### src/rtl/fmm_pkg.sv
// ----------------------------------------------------------------------------
// fmm_pkg
// Shared types and constants for the float32 matrix multiply block.
// ----------------------------------------------------------------------------
package fmm_pkg;

	localparam int MAX_DIM_DEF = 8;
	localparam int DIM_W       = 4;
	localparam int QDEPTH      = 4;

	localparam logic [1:0] CMD_LOAD_A  = 2'd0;
	localparam logic [1:0] CMD_LOAD_B  = 2'd1;
	localparam logic [1:0] CMD_COMPUTE = 2'd2;

	localparam logic [1:0] CFG_A_ROWS     = 2'd0;
	localparam logic [1:0] CFG_INNER_SIZE = 2'd1;
	localparam logic [1:0] CFG_B_COLS     = 2'd2;

	typedef struct packed {
		logic [1:0]  command;
		logic [2:0]  elem_row;
		logic [2:0]  elem_col;
		logic [31:0] elem_value;
	} in_word_t;

	typedef struct packed {
		logic [31:0] product_value;
		logic [2:0]  out_row;
		logic [2:0]  out_col;
		logic        is_last;
	} out_word_t;

	typedef enum logic [1:0] {
		OP_LOAD_A,
		OP_LOAD_B,
		OP_RUN
	} op_kind_t;

	typedef struct packed {
		op_kind_t    kind;
		logic [2:0]  row;
		logic [2:0]  col;
		logic [31:0] value;
	} op_t;

endpackage

### src/rtl/fmm_front.sv
// ----------------------------------------------------------------------------
// fmm_front
// Classifies and queues input words, drops out-of-range loads and unused cmds.
// ----------------------------------------------------------------------------
module fmm_front import fmm_pkg::*; #(
	parameter int MAX_DIM = MAX_DIM_DEF
) (
	input  logic     clk,
	input  logic     arst_n,
	input  logic     in_valid,
	output logic     in_stall,
	input  in_word_t in_word,
	output logic     q_valid,
	input  logic     q_pop,
	output op_t      q_head
);

	localparam int PW = $clog2(QDEPTH);

	op_t              fifo_q [QDEPTH];
	logic [PW-1:0]    wr_ptr_q;
	logic [PW-1:0]    rd_ptr_q;
	logic [PW:0]      count_q;
	logic             accept;
	logic             push;
	logic             in_range;
	op_t              op;

	assign in_stall = (count_q == (PW+1)'(QDEPTH));
	assign accept   = in_valid && !in_stall;
	assign in_range = ({1'b0, in_word.elem_row} < 4'(MAX_DIM)) &&
		({1'b0, in_word.elem_col} < 4'(MAX_DIM));

	always_comb begin
		op.row   = in_word.elem_row;
		op.col   = in_word.elem_col;
		op.value = in_word.elem_value;
		op.kind  = OP_RUN;
		push     = 1'b0;
		unique case (in_word.command)
			CMD_LOAD_A: begin
				op.kind = OP_LOAD_A;
				push    = accept && in_range;
			end
			CMD_LOAD_B: begin
				op.kind = OP_LOAD_B;
				push    = accept && in_range;
			end
			CMD_COMPUTE: begin
				push    = accept;
			end
			default: begin
				// drop the unused command
				push    = 1'b0;
			end
		endcase
	end

	assign q_valid = (count_q != '0);
	assign q_head  = fifo_q[rd_ptr_q];

	always_ff @(posedge clk) begin
		if (push) fifo_q[wr_ptr_q] <= op;
	end

	always_ff @(posedge clk or negedge arst_n) begin
		if (!arst_n) begin
			wr_ptr_q <= '0;
			rd_ptr_q <= '0;
			count_q  <= '0;
		end else begin
			if (push) wr_ptr_q <= wr_ptr_q + 1'b1;
			if (q_pop) rd_ptr_q <= rd_ptr_q + 1'b1;
			count_q <= count_q + (PW+1)'(push) - (PW+1)'(q_pop);
		end
	end

`ifndef NO_ASSERTIONS
	a_count_bound: assert property (@(posedge clk) disable iff (!arst_n)
		count_q <= (PW+1)'(QDEPTH)) else $error("queue count over depth");
	a_no_pop_empty: assert property (@(posedge clk) disable iff (!arst_n)
		q_pop |-> count_q != '0) else $error("pop from empty queue");
`endif

endmodule

### config.mk
export PLATFORM = sky130hd
export DESIGN_NAME = fmm_front
export DESIGN_NICKNAME = d
export VERILOG_FILES = /design/src/rtl/fmm_pkg.sv /design/src/rtl/fmm_front.sv
export SDC_FILE = /design/constraint.sdc
export NUM_CORES = 1
export LEC_CHECK = 0
export ABC_AREA = 0
export BUFFER_PORTS_ARGS = -buffer_cell sky130_fd_sc_hd__buf_4
export CAP_MARGIN = 20
export CORE_MARGIN = 5
export CORE_UTILIZATION = 55
export CTS_BUF_LIST = sky130_fd_sc_hd__clkbuf_8 sky130_fd_sc_hd__clkbuf_16
export DETAILED_ROUTE_END_ITERATION = 10
export MAX_ROUTING_LAYER = met4
export PLACE_DENSITY = 0.87
export RECOVER_POWER = 100
export SLEW_MARGIN = 20
export SYNTH_ARGS = -nofsm -noshare
export SYNTH_HDL_FRONTEND = slang
export SYNTH_SLANG_ARGS = --single-unit
### constraint.sdc
create_clock -name clk -period 2.9 [get_ports clk]
set_input_delay 0.145 -clock clk [delete_from_list [all_inputs] [get_ports clk]]
set_output_delay 0.145 -clock clk [all_outputs]
set_load 0.05 [all_outputs]
# Word level (Yosys, flattened, before mapping)
# Memory sizes are Yosys's and may differ from the RTL's.
# Index checks and enable logic that the tools add are counted.
# W data, S select, Z words.
# classes
addsub	4
n_eq_ne	3
mux	4
n_reduce_logical	5
# op_table
cell	n
$add A2 B1 Y2 const B	2
$pmux W2 S2	1
$add A3 B1 Y3	1
$eq A3 B3 Y1 const B	1
$mux W1	3
$reduce_bool A3 Y1	1
$reduce_or A3 Y1	1
$sub A3 B1 Y3	1
$eq A2 B1 Y1 const B	1
$eq A2 B2 Y1 const B	1
$logic_not A2 Y1	1
$logic_and A1 B1 Y1	1
$logic_not A1 Y1	1
# totals
register_bits	7
mem_bits_rw	160
out_inout_bits	42
n_memories	1
# mem_list
name	words	word_bits	read_ports	rd_ports_with_merged_regs	wr	line_no	source
fifo_q	4	40	1	0	1	fmm_front.sv:20	op_t fifo_q [QDEPTH];

# Longest topological paths before layout
# Gate-level depths: netlist of run 1.
# depth
depth_word	6
depth_mapped	10
ltp_nobuf	10

# Worst setup path after synthesis of run 1
# No wires, ideal clock.
# synth_timing
kind	flip-flop to flip-flop
from	register count_q[1]
to	register count_q[2]
t_arrival_ns	2.237
t_required_ns	2.772
slack_ns	0.536
stages_incl_launch_ff	11
path_buffers	0
period_less_slack_ns	2.364
path_cell_list	dfrtp_1 nor3b_4 a211oi_4 inv_1 ha_1 inv_1 ha_1 inv_1 fa_1 xnor2_1 xnor2_1
# synth_between
elab_chain_cells	6
# synth_lines
element	line_no	source
start: declaration	fmm_front.sv:23	logic [PW:0] count_q;
start signal: assignment	fmm_front.sv:74	count_q <= count_q + (PW+1)'(push) - (PW+1)'(q_pop);
$eq A3 B3 Y1	fmm_front.sv:29	assign in_stall = (count_q == (PW+1)'(QDEPTH));
net in_stall	fmm_front.sv:11	output logic in_stall,
$logic_not A1 Y1	fmm_front.sv:30	assign accept = in_valid && !in_stall;
$logic_and A1 B1 Y1	fmm_front.sv:30	
$mux W1	fmm_front.sv:40	unique case (in_word.command)
$add A3 B1 Y3	fmm_front.sv:74	
$sub A3 B1 Y3	fmm_front.sv:74	
# The timed path passes the listed nets, and every way through them passes these cells.
# A chain may end at the register's enable or synchronous reset.

==> results of run 1 <==
==> report_power, final <==
part           switching (uW)  leakage, uW  internal [uW]
Combinational            2070     0.000771            955
Clock                     854     0.000296           1340
Sequential                273      0.00154           3090
Total                    3200      0.00261           5390
==> tightest hold or removal path: stages <==
cell	delay (ns)
buf_4	0.11
a211oi_4	0.08
xnor2_1	0.12
==> layout by cell type, fill, tap and decap left out, types with 2 or more instances in the layout <==
master	count
edfxtp_1	160
clkbuf_1	66
dlygate4sd3_1	41
mux4_2	38
clkbuf_16	17
clkbuf_2	14
inv_1	9
buf_4	9
ha_1	6
dfrtp_1	5
xnor2_1	4
and2_1	4
clkinv_4	4
buf_12	4
bufinv_16	3
clkinv_1	3
mux4_1	2
clkinv_2	2
==> worst min path at each step <==
| stage | from | endpoint | slack, ns | depth (start not counted) |
|---|---|---|---|---|
| floorplan | arst_n | count_q[0] | -0.15 | 0 |
| global placement | arst_n | count_q[0] | -0.04 | 1 |
| detailed placement | arst_n | count_q[1] | -0.04 | 1 |
| CTS | arst_n | count_q[0] | 0.06 | 2 |
| global route | in_word[38] | wr_ptr_q[0] | 0.09 | 3 |
| finish | in_word[38] | wr_ptr_q[0] | 0.09 | 3 |
==> cell families after synthesis <==
| family | after synthesis | synth area share, % |
|---|---|---|
| compound gates | 1 | 0.3196 |
| simple gates | 8 | 0.9589 |
| mux | 41 | 14.68 |
| xor+xnor | 5 | 0.6991 |
| buf+inv | 18 | 2.317 |
| flops | 167 | 79.50 |
| fa+ha+maj | 7 | 1.518 |
==> layer usage <==
| layer | up-vias | wire length [microns] | global-route usage [%] |
|---|---|---|---|
| li1 | 1325 | - | - |
| met2 | 80 | 5717 | 28.37 |
| met4 | 0 | 189 | 7.034 |
| met5 | - | 0 | - |
| met3 | 18 | 622 | 5.337 |
| met1 | 1474 | 4555 | 23.42 |
==> state kept, by name, summed over array words and instances (netlist names) <==
name,flops
rd_ptr_q,2
count_q,3
fifo_q,160
wr_ptr_q,2
==> final cells by class <==
cell class | instances | area, sq um | share of cell area (%)
multi-input cells | 62 | 1127 | 14.49
well taps | 143 | 178.9 | 2.299
inverters | 7 | 26.28 | 0.3377
flip-flops and latches | 167 | 4985 | 64.06
repair buffers | 134 | 875.8 | 11.26
clock inverters | 15 | 162.7 | 2.090
clock buffers | 17 | 425.4 | 5.467
==> per-stage QoR <==
stage	cell area (sq um)	utilization (%)	setup WS (ns)
CTS	8080	71.68	0.3874
global route	7781	69.03	0.2377
finish	7781	69.03	0.4324
detailed placement	7082	62.83	0.6329
global placement	7082	62.83	0.7638
floorplan	6264	-	0.5355
==> results.md, run 1 <==
* Num CTS Buffers at 17
* Initial Util at 55.57%
* Hold WS at 0.08776 ns
* Area Growth Syn to Fin at 24.23%
* Row cnt at 39
* Worst path cell trace: buf_4 -> mux4_2 -> clkbuf_2
* CTS tree: yes
* Flops & latches, synth at around 170
* DP HPWL at 6645 microns
* Final cell count without fillers at ~550
* Setup Buffers After CTS at 0
* WL/cell at approximately 20 microns
* F_max at 0.4052 GHz
* RD Place Congestion at 0.7679
* Initial antenna violation count at 0
* Total core area at 11270 sq um
* Final worst path period need at 2.468 ns
* CP Launch Type: register
* Skew-Pair Late Insertion Delay at 0.41 ns
* Synth top area cells: edfxtp_1 (77%), mux4_2 (14%), dfrtp_1 (2.8%), buf_12 (1.3%), ha_1 (1.2%)
* Buf/Inv on CP at 2
* R2r setup slk at 0.48 ns
* Fin Setup TNS at 0 ns
* CTS Sinks at 167
* # H-tree levels at 4
* Chip width at approximately 120 microns
* FFs w/ async S/R, synth at 4.192%
* Power Dens Cells at 1103 nW/um^2
* Via count at 2897
* CP required at 2.76 ns
* Worst hold path type: input pin to register
* Peak supply drop at 600.8 uV
* Layout cells sized above 1 at 23.88%
* Worst slew pin tran at 1.096 ns
* Ports at 86
* Post-synth cell types at 20
* Number of synthesized flops with an enable pin at 160
* Vias in the first global route at 3222
* CP Launch Point: rd_ptr_q[0]
* Inserted Diodes at 0
* Ys flop type: edfxtp_1
* Post-synthesis cell count at 247
* Reg2Reg Capture Point: fifo_q[1][9]
* Synthesis Warnings at 0
* CP Data Arrival Time at 2.32 ns
* Fillers at 764
* Area leader, netlist: edfxtp_1
* Max-cap violations at 0
* First-pass GRT wire length at 17240 microns
* Worst Path Max Fanout at 28
* RSZ-0062 raised after global routing: no
* Endpoints failing setup at 0
* Max Slew Vio Count at 0
* Net count after synthesis at just under 300
* Power, Total at 8582 uW
* # resized after CTS at 0
* Root Driver: clkbuf_16
* CP max stage cell: dfrtp_4
* Pin count of the biggest net entering global routing at 29
* Clock Skews at ~0.013 ns
* Die Area at 13620 sq um
* Worst-path clk slew at 0.06 ns
* Status: finished, final reports clean
* First-pass detailed-route iteration total at 4
* Final period util at 85.09%
* Max-slew headroom at the worst pin at a little over a quarter
* Sequential element share of the synthesized area at about four fifths
* R2R cell count at 4
* Cell family with most CP delay: flip-flops
* Most common cell in the netlist: edfxtp_1
* Remaining Overflow, GRT at 0
* Endpoints failing hold at 0
* Hold buffers post-CTS at 41
* Worst r2r src: count_q[2]
* GRT Total Usage at 18.38%
* Share of the synthesized area in the top cell type at between 70% and 80%
* CP max stage delay at slightly below 0.8 ns
* Routed wire length at 11080 microns
* Dpl cells at 472
* Worst Setup EP: q_head[11]
* Synth top cells by count: edfxtp_1 (160), mux4_2 (38), dfrtp_1 (7), inv_1 (7), ha_1 (6)
* Leak at about 0.0026 uW
* CP Capture Type: primary output
* Bufs on Longest Clock Path at 2
* IO Port Bufs at 85
* Remaining DRCs at 0
* Final net count at 440
* Chip Height at approximately 120 microns
* Syn Std Cell Area at 6264 sq um
* Average size of a mapped cell at 25.36 sq um
* Crit path kind: register to primary output
* Via/cell ratio at 5.316
* Routed Antenna Nets at 0
* DR iter-0 viols at 180
* WP depth at 3
Power figures use the tool's default switching activity.
==> inputs of run 2 (changes only) <==
--- a/config.mk
+++ b/config.mk
@@ -13,7 +13,7 @@
 export CTS_BUF_LIST = sky130_fd_sc_hd__clkbuf_8 sky130_fd_sc_hd__clkbuf_16
 export DETAILED_ROUTE_END_ITERATION = 10
 export MAX_ROUTING_LAYER = met4
-export PLACE_DENSITY = 0.87
+export PLACE_DENSITY = 0.77
 export RECOVER_POWER = 100
 export SLEW_MARGIN = 20
 export SYNTH_ARGS = -nofsm -noshare
==> constraint.sdc (replaced) <==
create_clock -name clk -period 2.9 [get_ports clk]
set_input_delay 0.145 -clock clk [delete_from_list [all_inputs] [get_ports clk]]
set_output_delay 0.145 -clock clk [all_outputs]
set_load 0.02 [all_outputs]
==> run 2 against run 1 <==
Effect of this change: clock skew down 0.0088 ns; sequential share of layout area grew 0.40 points; clock power up 4%; clock-buffer cell count unchanged; non-clock buffer count shrank 1; final area fell by 0.68%; core utilization decreased by 0.47 points; worst setup slack better by 0.0053 ns; global-route usage rose by 0.13 points; sequential power is 3% lower; final cell count is 0.18% lower; power is 9.7% lower; critical path type is now register to register.
==> results.md, run 2 (synthesis gave the netlist of run 1 again) <==
* DP HPWL at about 6500 microns
* Initial Util at 55.57%
* Worst hold start: in_word[38]
* Top sig layer: met4
* Leak at ~0.0025 uW
* Area Growth Syn to Fin at 23.39%
* Final net count at 439
* Fin Setup TNS at 0 ns
* Chip Height at 116.7 microns
* Vias in the first global route at 3304
* # H-tree levels at 4
* CP max stage cell: clkbuf_2
* Met2 wire length at 5874 microns
* Worst-path clk slew at 0.06 ns
* Commonest non-fill, non-tap cell in the layout: edfxtp_1
* Routed Antenna Nets at 0
* Fillers at 764
* Max Slew Vio Count at 0
* Die Area at 13620 sq um
* Power Dens Cells at 1002 nW/um^2
* RSZ-0062 raised after global routing: no
* Inserted Diodes at 0
* DR WL met3 at about 480 microns
* Crit path kind: register to register
* RD Place Congestion at 0.6891
* CP max stage delay at 0.67 ns
* Chip width at 116.7 microns
* Worst Path Max Fanout at 24
* Final Util at 68.56%
* Commonest non-fill, non-tap cells in the layout: edfxtp_1 (160), clkbuf_1 (81), dlygate4sd3_1 (41)
* Final period util at 84.91%
* Max-slew headroom at the worst pin at 50.66%
* Skew-Pair Late Insertion Delay at 0.41 ns
* Ports at 86
* Remaining Overflow, GRT at 0
* Final worst path period need at between 2 and 2.5 ns
* Bufs on Longest Clock Path at 2
* Worst hold path type: input pin to register
* GRT Total Usage at 18.51%
* CP required at 2.94 ns
* Initial antenna violation count at 0
* CP Data Arrival Time at 2.50 ns
* WL/cell at 20.18 microns
* CP Capture Type: register
* Total core area at 11270 sq um
* IO Port Bufs at 85
* First-pass detailed-route iteration total at 4
* Via count at 2911
* DR iter-0 viols at 173
* Pre-CTS setup slack at 0.5773 ns
* Cell family with most CP delay: simple AND/OR/NAND/NOR gates
* First-pass GRT wire length at 17440 microns
* CTS tree: yes
* CP Launch Type: register
* Worst slew pin tran at 0.7401 ns
* Remaining DRCs at 0
* Status: finished, final reports clean
* Max FFs per register at 160
* Worst r2r src: count_q[2]
* Buf/Inv on CP at 1
* Worst path cell trace: nor3b_1 -> a211oi_4 -> and2_2 -> clkbuf_2
* Post-Route M1 WL at approximately 4500 microns
* Layout cells sized above 1 at approximately 22%
* Via/cell ratio at about 5.4
* Setup WS post-layout at approximately 0.44 ns
* Largest registers: fifo_q (160), count_q (3)
* Root Driver: clkbuf_16
* Endpoints failing hold at 0
* F_max at 0.4061 GHz
* Reg with most FFs: fifo_q
* Row cnt at 39
* Num CTS Buffers at 17
* Pin count of the biggest net entering global routing at 25
* Max-cap violations at 0
* Clock Skews at slightly above 0.004 ns
* Endpoints failing setup at 0
* Routed wire length at 10980 microns
* Hold WS at 0.08447 ns
* CP Launch Point: count_q[2]
* Peak supply drop at 649.0 uV
* CTS Sinks at approximately 170
run 2: cell types whose count changed in the layout (fill, tap and decap cells not counted), sizes merged:
cell      previous run  this run
clkbuf              97       103
buf                 13         6
clkinvlp             0         5
clkinv               9         5
inv                 10         8
bufinv               3         4
run 2: power breakdown:
group          total [uW]  internal, uW  switching, uW
combinational        2210           886           1330
sequential           3250          3090            167
clock                2280          1430            855
run 2: worst paths after layout:
kind | to | slack, ns | cells after the start
worst max-delay path | fifo_q[0][4] | 0.44 | 4
worst min-delay path | wr_ptr_q[0] | 0.08 | 3
worst max register to register | fifo_q[0][4] | 0.44 | 4
worst min register to register | count_q[0] | 0.56 | 1
max in group asynchronous | rd_ptr_q[1] | 2.42 | 2
min in group asynchronous | wr_ptr_q[0] | 0.18 | 2
run 2: routing by layer:
metal,global-route usage [%],vias to the layer above
li1,-,1321
met5,-,-
met3,4.352,10
met2,30.34,68
met1,22.79,1512
met4,6.728,0
run 2: cell type report:
| class | count | area, sq um | share of cell area [%] |
|---|---|---|---|
| clock buffers | 17 | 425.4 | 5.504 |
| clock inverters | 15 | 186.4 | 2.412 |
| inverters | 7 | 26.28 | 0.3400 |
| multi-input cells | 62 | 1132 | 14.65 |
| flip-flops and latches | 167 | 4982 | 64.46 |
| well taps | 143 | 178.9 | 2.315 |
| repair buffers | 133 | 797.0 | 10.31 |
run 2: stage by stage:
stage / total power (uW) / instances / cell area [sq um]
global route: 8116 / 544 / 7729
detailed placement: 5914 / 471 / 7084
CTS: 8228 / 544 / 8107
floorplan: 5009 / 247 / 6264
global placement: 5840 / 471 / 7084
finish: 7748 / 544 / 7729
run 2: timing repair:
action,in CTS,in global routing
gates resized for setup,0,0
hold endpoints to repair,164,0
setup buffers,0,0
hold buffers,41,0
run 2: worst min-delay path, stage by stage:
cell	delay, ns
buf_4	0.10
a211oi_4	0.08
xnor2_1	0.12
==> inputs of run 3 (changes only) <==
--- a/config.mk
+++ b/config.mk
@@ -9,11 +9,11 @@
 export BUFFER_PORTS_ARGS = -buffer_cell sky130_fd_sc_hd__buf_4
 export CAP_MARGIN = 20
 export CORE_MARGIN = 5
-export CORE_UTILIZATION = 55
+export CORE_UTILIZATION = 51
 export CTS_BUF_LIST = sky130_fd_sc_hd__clkbuf_8 sky130_fd_sc_hd__clkbuf_16
 export DETAILED_ROUTE_END_ITERATION = 10
 export MAX_ROUTING_LAYER = met4
-export PLACE_DENSITY = 0.77
+export PLACE_DENSITY = 0.75
 export RECOVER_POWER = 100
 export SLEW_MARGIN = 20
 export SYNTH_ARGS = -nofsm -noshare
==> constraint.sdc (replaced) <==
create_clock -name clk -period 2.1 [get_ports clk]
set_input_delay 0.105 -clock clk [delete_from_list [all_inputs] [get_ports clk]]
set_output_delay 0.105 -clock clk [all_outputs]
set_load 0.02 [all_outputs]
==> run 3 against run 2 <==
Effect of this change: power is 45% higher; final cell count is 2.4% higher; worst setup slack worse by 0.39 ns; final area is 3.8% higher; first-iteration DRC count is 32% higher; flip-flop and latch count stayed put; clock skew is 0.017 ns higher; largest cell class unchanged.
==> results.md, run 3 (synthesis gave the netlist of run 1 again) <==
* First-pass detailed-route iteration total at 4
* Register Area at 4982 sq um
* Max FFs per register at 160
* Worst Path Max Fanout at 17
* Commonest non-fill, non-tap cells in the layout: edfxtp_1 (160), buf_4 (56), dlygate4sd3_1 (41)
* Row cnt at 40
* Final worst path period need at 2.054 ns
* F_max at 0.4869 GHz
* CP Data Arrival Time at 1.95 ns
* Pre-CTS setup slack at -0.003881 ns
* WL/cell at 20.29 microns
* DP HPWL at 6612 microns
* GRT Total Usage at around 17%
* CTS tree: yes
* R2r setup slk at 0.07 ns
* Reg with most FFs: fifo_q
* Total core area at 12010 sq um
* Peak supply drop at 881.1 uV
* Remaining Overflow, GRT at 0
* Design area at between 8000 and 9000 sq um
* Fillers at between 800 and 900
* Status: finished, final reports clean
* Leak at ~0.0028 uW
* Num CTS Buffers at 17
* DR iter-0 viols at 228
* Multi-input gate area at 1154 sq um
* CP Launch Type: register
* Worst slew pin tran at approximately 0.37 ns
* R2R cell count at 10
* Bufs on Longest Clock Path at 2
* Commonest non-fill, non-tap cell in the layout: edfxtp_1
* Power Dens Cells at 1396 nW/um^2
* Final net count at 448
* RSZ-0062 raised after global routing: yes
* CP Capture Type: primary output
* Chip Height at roughly 120 microns
* Root Driver: clkbuf_16
* Via/cell ratio at 5.273
* Worst r2r src: count_q[2]
* Endpoints failing hold at 0
* Endpoints failing setup at 0
* Placed cell area at 7136 sq um
* # H-tree levels at 4
* RD Place Congestion at 0.7535
* Via count at 2937
* Max-cap violations at 0
* CTS Sinks at 167
* Worst Setup EP: q_head[34]
* First-pass GRT wire length at 17750 microns
* Clock Skews at ~0.021 ns
* Inserted Diodes at 0
* Dpl cells at around 480
* Routed wire length at 11300 microns
* Vias in the first global route at 3224
* Reg2Reg Capture Point: count_q[2]
* Fin Setup TNS at 0 ns
* CP Launch Point: rd_ptr_q[0]
* Hold WS at 0.09502 ns
* Crit path kind: register to primary output
* Initial antenna violation count at 0
* Routed Antenna Nets at 0
* Die Area at between 10000 and 15000 sq um
* Pin count of the biggest net entering global routing at 34
* Final period util at between 90% and 100%
* Skew-Pair Late Insertion Delay at 0.42 ns
* Ports at 86
* Chip width at 120.8 microns
* Remaining DRCs at 0
* Max Slew Vio Count at 0
* Area Growth Syn to Fin at 28.03%
* Worst hold path type: input pin to asynchronous set/reset pin
* Setup WS post-layout at 0.04636 ns
* Layout cells sized above 1 at 33.41%
* Initial Util at 52.15%
* Worst-path clk slew at approximately 0.06 ns
* Max-slew headroom at the worst pin at 75.46%
* IO Port Bufs at 85
* Final cell count without fillers at approximately 560
* CP required at ~2.0 ns
* Largest registers: fifo_q (160), count_q (3)
-- run 3: critical path: stages, from the launching register on --
cell     delay [ns]
dfrtp_1        0.48
buf_12         0.23
mux4_1         0.62
buf_4          0.19
-- run 3: layout make-up --
type	count	share of cell area (%)
tap	147	2.294
clock buffer	17	5.305
clock inverter	15	1.810
sequential	167	62.13
timing repair buffer	142	13.75
multi-input combinational	62	14.39
inverter	7	0.3277
-- run 3: what timing repair did --
item / in CTS / in global routing
gates cloned: 0 / 1
endpoints found under the setup margin: 1 / 2
hold endpoints to repair: 165 / 0
hold buffers: 41 / 0
gates resized for setup: 2 / 0
setup buffers: 1 / 1
-- run 3: worst min path at each step --
| stage | endpoint | slack [ns] | cells after the start |
|---|---|---|---|
| after CTS | wr_ptr_q[0] | 0.008 | 2 |
| after detailed placement | count_q[2] | -0.08 | 1 |
| after floorplan | count_q[0] | -0.19 | 0 |
| after global placement | count_q[0] | -0.08 | 1 |
| after global routing | rd_ptr_q[0] | 0.14 | 2 |
| final | count_q[0] | 0.1 | 2 |
-- run 3: where the power goes --
group          switching [uW]  total [uW]  leakage [uW]  internal [uW]
Sequential                179        4440       0.00154           4260
Clock                    1160        2990      0.000292           1830
Combinational            1950        3770      0.000944           1830
Total                    3290       11200       0.00277           7910
-- run 3: metal layers --
| layer | GRT usage (%) | share of wire, % | up-vias | wire length, microns |
|---|---|---|---|---|
| met5 | - | 0 | - | 0 |
| met4 | 5.524 | 0.99 | 0 | 112 |
| met3 | 4.864 | 4.1 | 10 | 461 |
| met2 | 26.95 | 51 | 74 | 5813 |
| met1 | 21.73 | 43 | 1517 | 4911 |
| li1 | - | - | 1336 | - |
-- run 3: through the flow --
step	utilization [%]	total power (uW)
global placement	59.41	8155
floorplan	-	6911
finish	66.76	11200
CTS	67.72	11320
global route	66.76	11760
detailed placement	59.41	8214
